**config.mk**
```make
export PLATFORM = sky130hd
export DESIGN_NAME = nvpc_scale
export DESIGN_NICKNAME = d
export VERILOG_FILES = /design/src/rtl/nvpc_pkg.sv /design/src/rtl/nvpc_scale.sv
export SDC_FILE = /design/constraint.sdc
export NUM_CORES = 1
export LEC_CHECK = 0
export BUFFER_PORTS_ARGS = -buffer_cell sky130_fd_sc_hd__buf_2
export CORE_MARGIN = 3
export CORE_UTILIZATION = 30
export DETAILED_ROUTE_END_ITERATION = 10
export PLACE_DENSITY_LB_ADDON = 0.2
export SYNTH_ARGS = -nofsm -noshare
export SYNTH_HDL_FRONTEND = slang
export SYNTH_SLANG_ARGS = --single-unit
export TNS_END_PERCENT = 50
```
**constraint.sdc**
```tcl
create_clock -name vclk -period 13.89
set_input_delay 2.778 -clock vclk [all_inputs]
set_output_delay 2.778 -clock vclk [all_outputs]
set_load 0.02 [all_outputs]
```
**src/rtl/nvpc_pkg.sv**
```systemverilog
// Shared types, codes and arithmetic constants of the needle valve position controller.
package nvpc_pkg;

    localparam int C_CFG_W    = 16;
    localparam int C_IDX_W    = 3;
    localparam int C_POS_W    = 16;
    localparam int C_CUR_W    = 8;
    localparam int C_STEPS_W  = 26;
    localparam int C_MAG_W    = 17;
    localparam int C_SPC_W    = 11;
    localparam int C_PROD_W   = C_MAG_W + C_SPC_W;
    localparam int C_SUM_W    = C_PROD_W + 1;
    localparam int C_RECIP_SH = 30;
    localparam int C_RECIP_W  = 27;
    localparam logic [C_RECIP_W-1:0] C_RECIP_TEN = 27'd107374183;

    localparam logic [1:0] ST_INTERMED = 2'd0;
    localparam logic [1:0] ST_OPENED   = 2'd1;
    localparam logic [1:0] ST_CLOSED   = 2'd2;
    localparam logic [1:0] ST_LOOSE    = 2'd3;

    localparam logic [2:0] MV_NONE  = 3'd0;
    localparam logic [2:0] MV_OPEN  = 3'd1;
    localparam logic [2:0] MV_CLOSE = 3'd2;
    localparam logic [2:0] MV_TIGHT = 3'd3;
    localparam logic [2:0] MV_STOP  = 3'd4;

    localparam logic [1:0] GC_KEEP  = 2'd0;
    localparam logic [1:0] GC_OPEN  = 2'd1;
    localparam logic [1:0] GC_CLOSE = 2'd2;

    localparam logic [1:0] DC_NONE      = 2'd0;
    localparam logic [1:0] DC_STOP      = 2'd1;
    localparam logic [1:0] DC_MOVE      = 2'd2;
    localparam logic [1:0] DC_STOP_MOVE = 2'd3;

    localparam logic [C_IDX_W-1:0] CFG_OPEN_THR    = 3'd0;
    localparam logic [C_IDX_W-1:0] CFG_LOOSE_THR   = 3'd1;
    localparam logic [C_IDX_W-1:0] CFG_CLOSED_THR  = 3'd2;
    localparam logic [C_IDX_W-1:0] CFG_MIN_TIGHTEN = 3'd3;
    localparam logic [C_IDX_W-1:0] CFG_OPEN_CUR    = 3'd4;
    localparam logic [C_IDX_W-1:0] CFG_CLOSE_CUR   = 3'd5;

    typedef struct packed {
        logic [C_POS_W-1:0] open_thr;
        logic [C_POS_W-1:0] loose_thr;
        logic [C_POS_W-1:0] closed_thr;
        logic [C_POS_W-1:0] min_tighten;
        logic [C_CUR_W-1:0] open_cur;
        logic [C_CUR_W-1:0] close_cur;
    } t_cfg;

    typedef struct packed {
        logic [1:0]         goal_command;
        logic               enable;
        logic [C_POS_W-1:0] position_reading;
        logic               drive_busy;
        logic               stop_accepted;
    } t_item;

    typedef struct packed {
        logic [1:0]          drive_command;
        logic                neg;
        logic                frac;
        logic [C_PROD_W-1:0] mag_prod;
        logic [C_CUR_W-1:0]  move_current;
        logic [1:0]          valve_state;
        logic [1:0]          valve_goal;
        logic                is_moving;
    } t_mid;

endpackage

```
**src/rtl/nvpc_scale.sv**
```systemverilog
// Overshoot scaling by eleven tenths when the frac flag is set, and saturation of the signed step count.
module nvpc_scale (
    input  nvpc_pkg::t_mid                         i_mid,
    output logic signed [nvpc_pkg::C_STEPS_W-1:0]  o_steps
);
    import nvpc_pkg::*;

    localparam int L_PW = C_PROD_W + C_RECIP_W;
    localparam int L_QW = L_PW - C_RECIP_SH;
    localparam logic [C_SUM_W-1:0] L_POS_LIM = C_SUM_W'((2 ** (C_STEPS_W - 1)) - 1);
    localparam logic [C_SUM_W-1:0] L_NEG_LIM = C_SUM_W'(2 ** (C_STEPS_W - 1));

    logic [L_PW-1:0]    prod;
    logic [L_QW-1:0]    tenth;
    logic [C_SUM_W-1:0] total;
    logic [C_SUM_W-1:0] negv;

    always_comb begin
        prod  = L_PW'(i_mid.mag_prod) * L_PW'(C_RECIP_TEN);
        tenth = prod[C_RECIP_SH +: L_QW];
        total = C_SUM_W'(i_mid.mag_prod) + (i_mid.frac ? C_SUM_W'(tenth) : '0);
        negv  = '0 - total;
        if (i_mid.neg) begin
            if (total > L_NEG_LIM) begin
                o_steps = $signed(L_NEG_LIM[C_STEPS_W-1:0]);
            end else begin
                o_steps = $signed(negv[C_STEPS_W-1:0]);
            end
        end else begin
            if (total > L_POS_LIM) begin
                o_steps = $signed(L_POS_LIM[C_STEPS_W-1:0]);
            end else begin
                o_steps = $signed(total[C_STEPS_W-1:0]);
            end
        end
    end

endmodule

```
; ---- Yosys cells after proc, flatten, opt, wreduce, memory -nomap -nowiden
; Index checks and enable logic that the tools add are counted.
[totals]
output_inout_bits = 26
reg_bits = 0
inputBits = 45
elab_cells = 9
[classes]
order_cmp = 2
muxes = 4
mul = 1
addsub = 2
[op_table]
columns = cell, count
row1 = 2-to-1 mux 26 bit, 3
row2 = "multiplier 28 x 27 -> 55 bit, second input constant", 1
row3 = adder 28 x 25 -> 29 bit, 1
row4 = "> comparator 29 x 25 -> 1 bit, second input constant", 1
row5 = "> comparator 29 x 26 -> 1 bit, second input constant", 1
row6 = "subtractor 1 x 26 -> 26 bit, first input constant", 1
row7 = 2-to-1 mux 25 bit, 1

; ---- Depth between registers and ports, before layout
[depth]
word_depth = 6
depth_mapped = 35
depth_no_buf = 33

; ---- Least setup slack after synthesis
; Ideal clock, no wire load.
[synth_timing]
kind = input to output
from = input port i_mid[15] (netlist bit)
to = output port o_steps[21] (netlist bit)
slack_ns = -0.205
stages = 32
arrival_ns = 11.317
path_buffers = 1
cell_sequence = ha_1 > xor2_1 > ha_1 > or2_2 > fa_1 > fa_1 > fa_1 > fa_1 > inv_1 > fa_1 > inv_1 > ha_1 > and3_1 > nand2_1 > o221a_2 > a21oi_1 > a211oi_1 > o21ai_0 > a31oi_1 > o21ai_0 > mux2i_1 > ha_1 > buf_2 > a21oi_2 > o21ai_1 > and3_1 > a211oi_1 > xnor2_1 > a2111oi_4 > and2_1 > a41oi_4 > a211oi_1
[synth_between]
elab_chain_len = 6
word_cells_on_any_way = 9
[synth_lines]
columns = item, line
row1 = start: declaration, nvpc_scale.sv:3  ; input nvpc_pkg::t_mid i_mid,
row2 = multiplier 28 x 27 -> 55 bit, nvpc_scale.sv:19  ; prod = L_PW'(i_mid.mag_prod) * L_PW'(C_RECIP_TEN);
row3 = 2-to-1 mux 25 bit, nvpc_scale.sv:21  ; total = C_SUM_W'(i_mid.mag_prod) + (i_mid.frac ? C_SUM_W'(tenth) : '0);
row4 = adder 28 x 25 -> 29 bit *, nvpc_scale.sv:21
row5 = "subtractor 1 x 26 -> 26 bit, or another cell as far along", nvpc_scale.sv:22  ; negv = '0 - total;
row6 = 2-to-1 mux 26 bit (on tied branches), "nvpc_scale.sv:24, nvpc_scale.sv:30"
row7 = 2-to-1 mux 26 bit *, nvpc_scale.sv:23  ; if (i_mid.neg) begin
row8 = end: declaration, nvpc_scale.sv:4  ; output logic signed [nvpc_pkg::C_STEPS_W-1:0] o_steps
; Mark *: on every way between the ends. The rest lies on a longest branch, timed or not.

; ---- Worst setup path after layout
[layout_timing]
from = input port i_mid[15] (netlist bit)
to = output port o_steps[3] (netlist bit)
; Same word-level chain as after synthesis.

==> flow_metrics.env <==
export IMPL_die_x_um=237
export IMPL_syn_area_per_cell_sq_um=8.92
export IMPL_critical_path_max_stage_delay_ns=0.59
export IMPL_fp_coreArea_sq_um=52700
export IMPL_antenna_cells=0
export IMPL_outcome="complete, but fails checks"
export IMPL_min_path_type="primary input to output port"
export IMPL_firstDrtPassIters=5
export IMPL_maxCapViolCount=0
export IMPL_place_congestion=0.890
export IMPL_die_h_um=237
export IMPL_yosysMostFrequentCell="inv_1"
export IMPL_crit_required_ns=11.11
export IMPL_routed_wl_mm=51.8
export IMPL_finalSetupViolCount=24
export IMPL_yosysTopAreaCell="fa_1"
export IMPL_hold_buffers=0
export IMPL_yosys_warnings=0
export IMPL_grt_first_pass_wirelength_mm=82.4
export IMPL_fillCellCount=5187
export IMPL_antenna_found_initial=1
export IMPL_cp_arrival_ns=11.30
export IMPL_hold_violations=0
export IMPL_end_kind="output port"
export IMPL_grt_max_degree=41
export IMPL_routedWlPerCell_um=17.5
export IMPL_rows=84
export IMPL_fin_crit_sh_pct=101
export IMPL_critPathKind="primary input to output port"
export IMPL_ys_types=88
export IMPL_grt_overflow=0
export IMPL_drcViolationCount=0
export IMPL_worstHoldEndpoint="o_steps[13]"
export IMPL_fin_nets=2918
export IMPL_clkbuf_count=0
export IMPL_violations="negative setup slack"
export IMPL_grt_pass1_vias=14900
export IMPL_drt_initial_drc_count=606
export IMPL_crit_fanout=5
export IMPL_synth_common_cells="inv_1 (547), fa_1 (305), ha_1 (298)"
export IMPL_final_util_pct=42.4
export IMPL_setup_ws_ns=-0.186
export IMPL_viasPerCell=4.67
export IMPL_max_slew_margin_pct=47.0
export IMPL_setup_tns_ns=-2.24
export IMPL_portBuffers=56
export IMPL_ant_nets=0
export IMPL_layout_area_seq_sq_um=0
export IMPL_synth_area_sq_um=16000
export IMPL_hold_depth=3
export IMPL_slowest_stage="fa_2"
export IMPL_period_needed_ns=14.08
export IMPL_yosysTopAreaCellShare_pct=38.1
export IMPL_netlist_instances=1796
export IMPL_dr_total_vias=13800
export IMPL_place_hpwl_mm=45.6
export IMPL_final_max_slew_viol_count=0
export IMPL_syn_to_final_growth_pct=39.3
export IMPL_tightest_slew_ns=0.795
export IMPL_seq_area_frac_synth_pct=0
export IMPL_layout_drive_gt1_share_pct=34.1
export IMPL_worstHoldStart="i_mid[42]"
export IMPL_synthTopCellsByArea="fa_1 (38%), ha_1 (23%), inv_1 (13%), a21oi_1 (1.9%), nor2_1 (1.6%)"
export IMPL_die_area_sq_um=56200
export IMPL_ios=71
export IMPL_critPathLaunchType="primary input"
export IMPL_rsz0062_at_grt="true"
export IMPL_synthesis_nets=2444
export IMPL_initial_utilization_pct=30.4
export IMPL_hold_ws_ns=6.28
export IMPL_fmax_mhz=71.0
export IMPL_gr_usage_all_layers_pct=18.5
export IMPL_seq_cell_count=0
==> routing by layer <==
layer	up-vias	GRT usage (%)	part of all wire [%]
li1	6665	-	-
met1	6874	26.8	48
met2	210	31.7	48
met3	39	0.454	2.8
met4	2	2.18	1.6
met5	-	0	0.014
==> repair_timing <==
| item | CTS | global route |
|---|---|---|
| gates cloned | 0 | 1 |
| buffers inserted | 38 | 24 |
| endpoints found under the setup margin | 26 | 26 |
| resized for setup | 286 | 124 |
| pin swaps | 198 | 63 |
==> stage by stage <==
stage | std cells | area [sq um] | worst slack [ns]
2_1_floorplan | 1796 | 16100 | -0.164
4_1_cts | 2931 | 21600 | -0.0187
3_5_place_dp | 2895 | 20000 | -0.985
6_report | 2956 | 22300 | -0.186
3_3_place_gp | 2895 | 20000 | -0.922
5_1_grt | 2956 | 22300 | -0.372
==> worst max-delay path by stage <==
stage / slack [ns] / cells past startpoint / start / end
4_1_cts: -0.02 / 40 / i_mid[30] / o_steps[12]
3_5_place_dp: -0.98 / 35 / i_mid[14] / o_steps[13]
3_3_place_gp: -0.92 / 35 / i_mid[14] / o_steps[3]
5_1_grt: -0.37 / 41 / i_mid[30] / o_steps[21]
6_report: -0.19 / 34 / i_mid[15] / o_steps[3]
2_1_floorplan: -0.16 / 33 / i_mid[15] / o_steps[7]
==> cells in the final DEF (no fill, tap or decap), drive strengths merged, types with 8 or more instances in the layout <==
cell,count
a211o,8
a211oi,17
a21o,31
a21oi,63
a31oi,13
and2,15
buf,500
fa,305
ha,298
inv,542
mux2i,10
nand2,64
nand2b,9
nand3,24
nand4,17
nor2,68
nor3,29
nor4,8
o211ai,9
o21a,18
o21ai,42
o31ai,9
or2,9
xnor2,27
xor2,27
==> critical path: cells and delay by family <==
family,cells,cell delay (ns)
fa+ha+maj,9,3.87
compound gates,8,1.83
simple gates,8,1.40
buf+inv,6,0.69
mux,2,0.52
xor+xnor,1,0.17
==> layout make-up <==
| class | count | area (sq um) | area share [%] |
|---|---|---|---|
| inverter | 547 | 2070 | 9.30 |
| multi-input combinational | 1220 | 15300 | 68.7 |
| tap | 688 | 861 | 3.86 |
| timing repair buffer | 501 | 4050 | 18.1 |
==> logic make-up (layout without fill, tap and decap cells) <==
| group | after synthesis | after routing | synth area share [%] |
|---|---|---|---|
| AOI/OAI and AO/OA | 269 | 269 | 12.1 |
| xor gates and xnor gates | 54 | 54 | 3.05 |
| adders and majority gates | 603 | 603 | 61.4 |
| buffers and inverters | 577 | 1048 | 13.8 |
| muxes | 10 | 10 | 0.625 |
| and+or+nand+nor | 283 | 284 | 9.14 |
Power is not shown: default switching activity piles up to over one toggle a cycle in this logic, so the estimate is an artifact.
