File: src/rtl/nvpc_pkg.sv
// Shared types, codes and arithmetic constants of the needle valve position controller.
package nvpc_pkg;

    localparam int C_CFG_W    = 16;
    localparam int C_IDX_W    = 3;
    localparam int C_POS_W    = 16;
    localparam int C_CUR_W    = 8;
    localparam int C_STEPS_W  = 26;
    localparam int C_MAG_W    = 17;
    localparam int C_SPC_W    = 11;
    localparam int C_PROD_W   = C_MAG_W + C_SPC_W;
    localparam int C_SUM_W    = C_PROD_W + 1;
    localparam int C_RECIP_SH = 30;
    localparam int C_RECIP_W  = 27;
    localparam logic [C_RECIP_W-1:0] C_RECIP_TEN = 27'd107374183;

    localparam logic [1:0] ST_INTERMED = 2'd0;
    localparam logic [1:0] ST_OPENED   = 2'd1;
    localparam logic [1:0] ST_CLOSED   = 2'd2;
    localparam logic [1:0] ST_LOOSE    = 2'd3;

    localparam logic [2:0] MV_NONE  = 3'd0;
    localparam logic [2:0] MV_OPEN  = 3'd1;
    localparam logic [2:0] MV_CLOSE = 3'd2;
    localparam logic [2:0] MV_TIGHT = 3'd3;
    localparam logic [2:0] MV_STOP  = 3'd4;

    localparam logic [1:0] GC_KEEP  = 2'd0;
    localparam logic [1:0] GC_OPEN  = 2'd1;
    localparam logic [1:0] GC_CLOSE = 2'd2;

    localparam logic [1:0] DC_NONE      = 2'd0;
    localparam logic [1:0] DC_STOP      = 2'd1;
    localparam logic [1:0] DC_MOVE      = 2'd2;
    localparam logic [1:0] DC_STOP_MOVE = 2'd3;

    localparam logic [C_IDX_W-1:0] CFG_OPEN_THR    = 3'd0;
    localparam logic [C_IDX_W-1:0] CFG_LOOSE_THR   = 3'd1;
    localparam logic [C_IDX_W-1:0] CFG_CLOSED_THR  = 3'd2;
    localparam logic [C_IDX_W-1:0] CFG_MIN_TIGHTEN = 3'd3;
    localparam logic [C_IDX_W-1:0] CFG_OPEN_CUR    = 3'd4;
    localparam logic [C_IDX_W-1:0] CFG_CLOSE_CUR   = 3'd5;

    typedef struct packed {
        logic [C_POS_W-1:0] open_thr;
        logic [C_POS_W-1:0] loose_thr;
        logic [C_POS_W-1:0] closed_thr;
        logic [C_POS_W-1:0] min_tighten;
        logic [C_CUR_W-1:0] open_cur;
        logic [C_CUR_W-1:0] close_cur;
    } t_cfg;

    typedef struct packed {
        logic [1:0]         goal_command;
        logic               enable;
        logic [C_POS_W-1:0] position_reading;
        logic               drive_busy;
        logic               stop_accepted;
    } t_item;

    typedef struct packed {
        logic [1:0]          drive_command;
        logic                neg;
        logic                frac;
        logic [C_PROD_W-1:0] mag_prod;
        logic [C_CUR_W-1:0]  move_current;
        logic [1:0]          valve_state;
        logic [1:0]          valve_goal;
        logic                is_moving;
    } t_mid;

endpackage

File: src/rtl/nvpc_ctrl.sv
// Valve state classification, goal tracking, move selection and move magnitude product.
module nvpc_ctrl #(
    parameter int ENCODER_MAX     = 65535,
    parameter int ENCODER_MIN     = 0,
    parameter int STEPS_PER_COUNT = 250
) (
    input  logic             i_clk,
    input  logic             i_rst_n,
    input  logic             i_fire,
    input  nvpc_pkg::t_cfg   i_cfg,
    input  nvpc_pkg::t_item  i_item,
    output nvpc_pkg::t_mid   o_mid
);
    import nvpc_pkg::*;

    localparam logic signed [17:0]        L_EMAX = 18'(ENCODER_MAX);
    localparam logic signed [17:0]        L_EMIN = 18'(ENCODER_MIN);
    localparam logic        [C_SPC_W-1:0] L_SPC  = C_SPC_W'(STEPS_PER_COUNT);

    logic [1:0] r_state, n_state;
    logic [1:0] r_prev;
    logic [1:0] r_goal, n_goal;
    logic [2:0] r_kind, n_kind;
    logic       r_moving, n_moving;
    logic       r_tight, n_tight;

    logic               newstate;
    logic               do_move;
    logic [1:0]         dcmd;
    logic [C_CUR_W-1:0] cur;
    logic               is_open;
    logic               is_close;
    logic               is_tight;

    logic signed [17:0]  pos_s;
    logic signed [17:0]  d1;
    logic signed [17:0]  d2;
    logic signed [21:0]  d1_x11;
    logic signed [21:0]  d2_x10;
    logic                lt;
    logic signed [17:0]  chosen;
    logic signed [17:0]  chosen_abs;
    logic [C_POS_W-1:0]  over;
    logic [C_MAG_W-1:0]  tmag;
    logic [C_MAG_W-1:0]  mag;

    always_comb begin
        n_goal = r_goal;
        case (i_item.goal_command)
            GC_OPEN: begin
                n_goal = ST_OPENED;
            end
            GC_CLOSE: begin
                n_goal = (r_state inside {ST_OPENED, ST_INTERMED}) ? ST_LOOSE : ST_CLOSED;
            end
            default: begin
                n_goal = r_goal;
            end
        endcase

        if (i_item.position_reading <= i_cfg.closed_thr && r_tight) begin
            n_state = ST_CLOSED;
        end else if (i_item.position_reading <= i_cfg.loose_thr) begin
            n_state = ST_LOOSE;
        end else if (i_item.position_reading >= i_cfg.open_thr) begin
            n_state = ST_OPENED;
        end else begin
            n_state = ST_INTERMED;
        end

        newstate = (n_state != r_prev);
        n_kind   = r_kind;
        n_moving = r_moving;
        n_tight  = r_tight;

        if (n_state == n_goal) begin
            n_kind   = MV_NONE;
            n_moving = 1'b0;
            if (n_state == ST_LOOSE) begin
                n_goal = ST_CLOSED;
                n_kind = MV_TIGHT;
            end
        end else if (!r_moving) begin
            if (n_state != ST_OPENED && n_goal == ST_OPENED) begin
                n_kind = MV_OPEN;
            end else if (n_state != ST_CLOSED && (n_goal == ST_CLOSED || n_goal == ST_LOOSE)) begin
                n_kind = MV_CLOSE;
            end
        end

        do_move = newstate || (r_goal != n_goal);
        if (!i_item.enable) begin
            do_move = 1'b1;
            n_kind  = MV_STOP;
            n_goal  = ST_INTERMED;
        end

        dcmd     = DC_NONE;
        cur      = '0;
        is_open  = 1'b0;
        is_close = 1'b0;
        is_tight = 1'b0;
        if (do_move) begin
            case (n_kind)
                MV_STOP: begin
                    dcmd = DC_STOP;
                    if (i_item.stop_accepted) begin
                        n_moving = 1'b0;
                    end
                end
                MV_NONE: begin
                    if (n_state != ST_CLOSED) begin
                        dcmd = DC_STOP;
                    end
                    n_moving = 1'b0;
                end
                MV_OPEN: begin
                    dcmd     = DC_MOVE;
                    cur      = i_cfg.open_cur;
                    is_open  = 1'b1;
                    n_moving = 1'b1;
                    n_tight  = 1'b0;
                end
                MV_CLOSE: begin
                    dcmd     = DC_MOVE;
                    cur      = i_cfg.close_cur;
                    is_close = 1'b1;
                    n_moving = 1'b1;
                end
                MV_TIGHT: begin
                    if (!n_moving) begin
                        dcmd     = DC_STOP_MOVE;
                        cur      = i_cfg.close_cur;
                        is_tight = 1'b1;
                        n_tight  = 1'b1;
                        n_moving = 1'b1;
                    end else if (!i_item.drive_busy) begin
                        n_moving = 1'b0;
                    end
                end
                default: begin
                    dcmd = DC_NONE;
                end
            endcase
        end
    end

    always_comb begin
        pos_s = {2'b00, i_item.position_reading};
        if (is_open) begin
            d1 = $signed({2'b00, i_cfg.open_thr}) - pos_s;
            d2 = L_EMAX - pos_s;
        end else begin
            d1 = pos_s - $signed({2'b00, i_cfg.loose_thr});
            d2 = pos_s - L_EMIN;
        end
        d1_x11     = 22'(d1) * 22'sd11;
        d2_x10     = 22'(d2) * 22'sd10;
        lt         = (d1_x11 < d2_x10);
        chosen     = lt ? d1 : d2;
        chosen_abs = chosen[17] ? -chosen : chosen;
        over = (i_item.position_reading > i_cfg.closed_thr) ?
               (i_item.position_reading - i_cfg.closed_thr) : '0;
        tmag = {1'b0, over} + {1'b0, i_cfg.min_tighten};
        mag  = is_tight ? tmag : chosen_abs[C_MAG_W-1:0];

        o_mid.drive_command = dcmd;
        o_mid.neg           = is_tight | (is_open & chosen[17]) | (is_close & ~chosen[17]);
        o_mid.frac          = ~is_tight & lt;
        o_mid.mag_prod      = (is_open | is_close | is_tight) ?
                              (C_PROD_W'(L_SPC) * C_PROD_W'(mag)) : '0;
        o_mid.move_current  = cur;
        o_mid.valve_state   = n_state;
        o_mid.valve_goal    = n_goal;
        o_mid.is_moving     = n_moving;
    end

    always_ff @(posedge i_clk) begin
        if (!i_rst_n) begin
            r_state  <= ST_INTERMED;
            r_prev   <= ST_INTERMED;
            r_goal   <= ST_INTERMED;
            r_kind   <= MV_NONE;
            r_moving <= 1'b0;
            r_tight  <= 1'b1;
        end else if (i_fire) begin
            r_state  <= n_state;
            r_prev   <= n_state;
            r_goal   <= n_goal;
            r_kind   <= n_kind;
            r_moving <= n_moving;
            r_tight  <= n_tight;
        end
    end

endmodule

File: config.mk
export PLATFORM = sky130hd
export DESIGN_NAME = nvpc_ctrl
export DESIGN_NICKNAME = d
export VERILOG_FILES = /design/src/rtl/nvpc_pkg.sv /design/src/rtl/nvpc_ctrl.sv
export SDC_FILE = /design/constraint.sdc
export NUM_CORES = 1
export LEC_CHECK = 0
export ABC_AREA = 1
export BUFFER_PORTS_ARGS = -buffer_cell sky130_fd_sc_hd__buf_2
export CORE_ASPECT_RATIO = 1.4
export CORE_UTILIZATION = 56
export DETAILED_ROUTE_END_ITERATION = 8
export PLACE_DENSITY = 0.81
export SYNTH_ARGS = -nofsm -noshare
export SYNTH_HDL_FRONTEND = slang
export SYNTH_SLANG_ARGS = --single-unit
File: constraint.sdc
create_clock -name i_clk -period 15.1 [get_ports i_clk]
set_clock_uncertainty 0.2 [all_clocks]
set_input_delay 1.51 -clock i_clk [delete_from_list [all_inputs] [get_ports i_clk]]
set_output_delay 1.51 -clock i_clk [all_outputs]
set_load 0.05 [all_outputs]
* Word level (Yosys, flattened, before mapping)
Index checks and enable logic that the tools add are counted.
** Word-level totals
- Bits in registers :: 9
- Input bits :: 104
- Output and inout port bits :: 45
- Word-level logic and storage cells :: 100
** Operators by class
- $add $sub $neg :: 6
- $mul :: 3
- Order comparisons :: 5
- Equality and inequality tests :: 17
- Muxes and demuxes :: 44
- Bitwise operators :: 9
- Reduce and logical (&&, ||, !) cells :: 11
** Operator list (number)
- 2-to-1 mux 18 bit :: 3
- 2-to-1 mux 17 bit :: 2
- subtractor 16 x 16 -> 17 bit :: 2
- <= comparator 16 bit :: 2
- 2-to-1 mux 25 bit :: 1
- multiplier 7 x 17 -> 24 bit (first input constant) :: 1
- case mux 8 bit (3 select lines) :: 1
- less-than comparator 22 bit :: 1
- multiplier 18 x 5 -> 22 bit (second input constant) :: 1
- multiplier 18 x 4 -> 21 bit (second input constant) :: 1
- adder 16 x 16 -> 17 bit :: 1
- 2-to-1 mux 1 bit :: 17
- negation 17 bit :: 1
- subtractor 16 x 16 -> 17 bit (first input constant) :: 1
- >= comparator 16 bit :: 1
- greater-than comparator 16 bit :: 1
- 2-to-1 mux 16 bit :: 1
- 2-to-1 mux 2 bit :: 8
- 2-to-1 mux 8 bit :: 2
- subtractor 16 bit :: 1
- 2-to-1 mux 3 bit :: 5
- == test 2 bit (second input constant) :: 4
- case mux 2 bit (4 select lines) :: 1
- == test 2 x 1 -> 1 bit (second input constant) :: 3
- 20 further kinds :: 33

* Logic depth before layout (Yosys ltp)
- Word-level depth :: 24
- Depth in mapped cells :: 96
- Mapped depth without buffers :: 94

* Worst setup path before layout
OpenSTA, ideal clock, no wires.
- Path type :: input port to output port
- Start point :: input i_item[2] in the netlist's numbering
- End point :: output o_mid[35] in the netlist's numbering
- Arrival time :: 14.369 ns
- Data required time :: 13.390 ns
- Setup slack :: -0.979 ns
- Cell stages on the path :: 83
- Buffers on the path :: 2
- Cell sequence :: inv_1 ha_1 inv_1 fa_1 nand3_1 nand2_1 nand2_1 nand2_2 nand2_1 nand2_1 nand2_4 nand2_8 nand2_2 inv_1 nand2_1 nand2_1 nor2_2 nand2_2 [47 not listed] nand3_1 nand2_1 a21oi_1 inv_1 a21oi_1 o21bai_1 a21oi_1 o21bai_1 a21oi_1 nor2_1 nor2_1 o21ai_0 inv_1 nor2_1 o21ai_0 nand2_1 nor2_1 nor3_1
** RTL lines
- start, declared :: RTL line nvpc_ctrl.sv:11 : input nvpc_pkg::t_item i_item,
- end, declared :: RTL line nvpc_ctrl.sv:12 : output nvpc_pkg::t_mid o_mid

==> metrics.txt <==
outcome=finished, violations left; failing checks=negative setup slack; total of max-cap violations=0; min-delay worst type=register to register; slew margin rel.=0.318; Syn Area/Cell=6.48 um2; initial drt markers=626; fin nets=2498; DR vias=12900; Crit path top cell by count=nand2_1; multiplexer share of the synthesized area=0; critical-path maximum fanout=19; pre-CTS setup slack=-0.620 ns; Routed WL=about 37000 um; initial antenna violation count=0; Overall Global Routing Usage=0.318; vias in the first global route=12700; synth unique cells=53; Max Freq=65.0 MHz; synthesized area=11000 um2; Longest Clk Path Bufs=2; Clk pin slew, worst setup/hold paths=~0.040 ns; WP data arrival=approximately 14 ns; adder-cell share of the synthesized area=0.343; Setup crit end kind=primary output; routed len/inst=15.3 um; layout cells sized above 1=0.353; Fin. Hold Viols=0; DP HPWL=27300 um; die width=121 um; Core Area=19300 um2; Ports=149; Critical Path Source=i_cfg[49]; CP max stage cell=fa_1; Vias/cell=5.44; Chip Height=168 um; Pins Over Slew Limit=0; Root Driver=clkbuf_16; XOR/XNOR share of the synthesized area=0.0944; area grow syn2layout=42.0%; Yosys warning count=0; CTS tree=done; Non-Filler Instances=2380; DP Cell Count=2312; Slew @ Worst Pin=1.02 ns; clock sink count=9; Hold Startpoint=r_goal[0]; Initial Util=0.573; DRT Pass-1 Iters=5; clock period minus worst slack=15.39 ns; largest net degree at the start of global routing=23; CTS Buf Count=3; critical path's largest stage delay=~0.54 ns; final setup vio count=4; Core Rows=60; worst setup margin=-0.286 ns; die area=a little over 20000 um2; worst r2r src=r_goal[1]; Synth Instances=1705; clk_lat worst skew=0.24 ns; main combinational cell family by area after synthesis=adder cells; diode count=0; RSZ-0062 raised after global routing=yes; DRC Markers=0; Tcrit/Tclk final=1.02; critical path class=primary input to primary output; final estimated routing congestion in global placement=0.938; Post-Route Setup TNS=-0.954 ns; Yosys reg bits=9; first-pass GRT wire length=roughly 53000 um; Critical Path RT=13.39 ns; DRT antenna net count=0; CP Launch Type=primary input; port bufs=144; htree depth=1; Post-Synth Simple-Gate Area=0.267; GR Overflow Total=0; Seq/Total Area, Yosys=0.0163; area fraction in compound gates after synthesis=0.135
## cell usage after synthesis (all sizes together)
cell	number	area (um2)
inv	390	1460
nand2	343	1440
ha	192	2400
nor2	128	541
a21oi	119	599
o21ai	98	505
nand3	97	538
xor2	86	753
fa	69	1380
xnor2	33	289
nor3	25	135
o21bai	17	128
buf	16	97.6
or2	14	87.6
nand4	13	103
a31oi	9	56.3
dfxtp	9	180
clkbuf	8	30.0
nand3b	8	72.6
o31ai	6	45.0
a211oi	3	22.5
a21o	3	22.5
nor3b	3	22.5
o21a	3	22.5
a21boi	2	26.3
a221oi	2	23.8
a31o	2	17.5
and2	2	12.5
o211ai	2	15.0
a2111oi	1	8.76
clkinv	1	3.75
conb	1	3.75
## flip-flops by register name, summed over array words and instances (netlist names)
signal,count
r_kind,3
r_goal,2
r_prev,2
r_moving,1
r_tight,1
## final timing paths
kind	slack, ns	depth (start not counted)	end
worst max-delay path	-0.29	87	o_mid[37]
worst min-delay path	0.31	2	r_goal[0]
worst max register to register	10.59	23	r_moving
worst min register to register	0.31	2	r_goal[0]
## cells by family (layout without fill, tap and decap cells)
group	Yosys count	in the layout
compound gates	267	267
xor+xnor	119	119
fa+ha+maj	261	261
buf+inv	415	838
flops	9	9
other cells	1	4
simple gates	633	634
## metal layers
layer	wire length (um)	GRT usage	vias up
met2	19700	0.637	476
met4	2450	0.157	0
met5	0	0	-
met1	13000	0.321	6032
li1	-	-	6242
met3	1440	0.0257	188
## cells in the final DEF, fill, tap and decap left out, types with 5 or more instances in the layout
cell type    n
a21oi_1     90
a21oi_2     23
a21oi_4      6
a31oi_1      9
buf_12       5
buf_2      128
buf_4      287
buf_6       17
dfxtp_1      9
fa_1        66
ha_1       152
ha_4        37
inv_1      347
inv_2       38
nand2_1    271
nand2_2     55
nand2_4     16
nand3_1     78
nand3_2     17
nand3b_1     7
nand4_1     11
nor2_1      95
nor2_2      18
nor2_4      15
nor3_1      18
nor3_2       6
o21ai_0     60
o21ai_1     17
o21ai_2     17
o21bai_1    14
or2_2       10
xnor2_1     31
xor2_1      80
xor2_2       6
## through the flow
| stage | cell area (um2) | hold slack [ns] | util |
|---|---|---|---|
| 3_3_place_gp | 14000 | 0.298 | 0.726 |
| 4_1_cts | 14700 | 0.301 | 0.762 |
| 6_report | 15700 | 0.307 | 0.813 |
| 3_5_place_dp | 14000 | 0.290 | 0.726 |
| 5_1_grt | 15700 | 0.336 | 0.813 |
| 2_1_floorplan | 11300 | 0.250 | - |
## worst max-delay path, delay by kind of cell
family	cells	cell delay [ns]
xor+xnor	3	0.38
compound gates	21	2.86
simple gates	29	2.81
fa+ha+maj	10	3.81
buf+inv	24	2.27
## final cells by class
class	count	area [um2]
Sequential cell	9	180
Multi-Input combinational cell	1285	10500
Fill cell	1197	3600
Clock buffer	4	78.8
Inverter	391	1490
Timing Repair inverter	1	6.26
Timing Repair Buffer	442	3140
Tap cell	248	310
## timing repair
action                     4_1_cts  5_1_grt
gates resized for setup         76      178
setup endpoints to repair        6       11
pin swaps                       80      109
hold buffers                     0        0
cloned                           1        1
buffers inserted                32       30
Power is not shown: default switching activity piles up to over one toggle a cycle in this logic, so the estimate is an artifact.
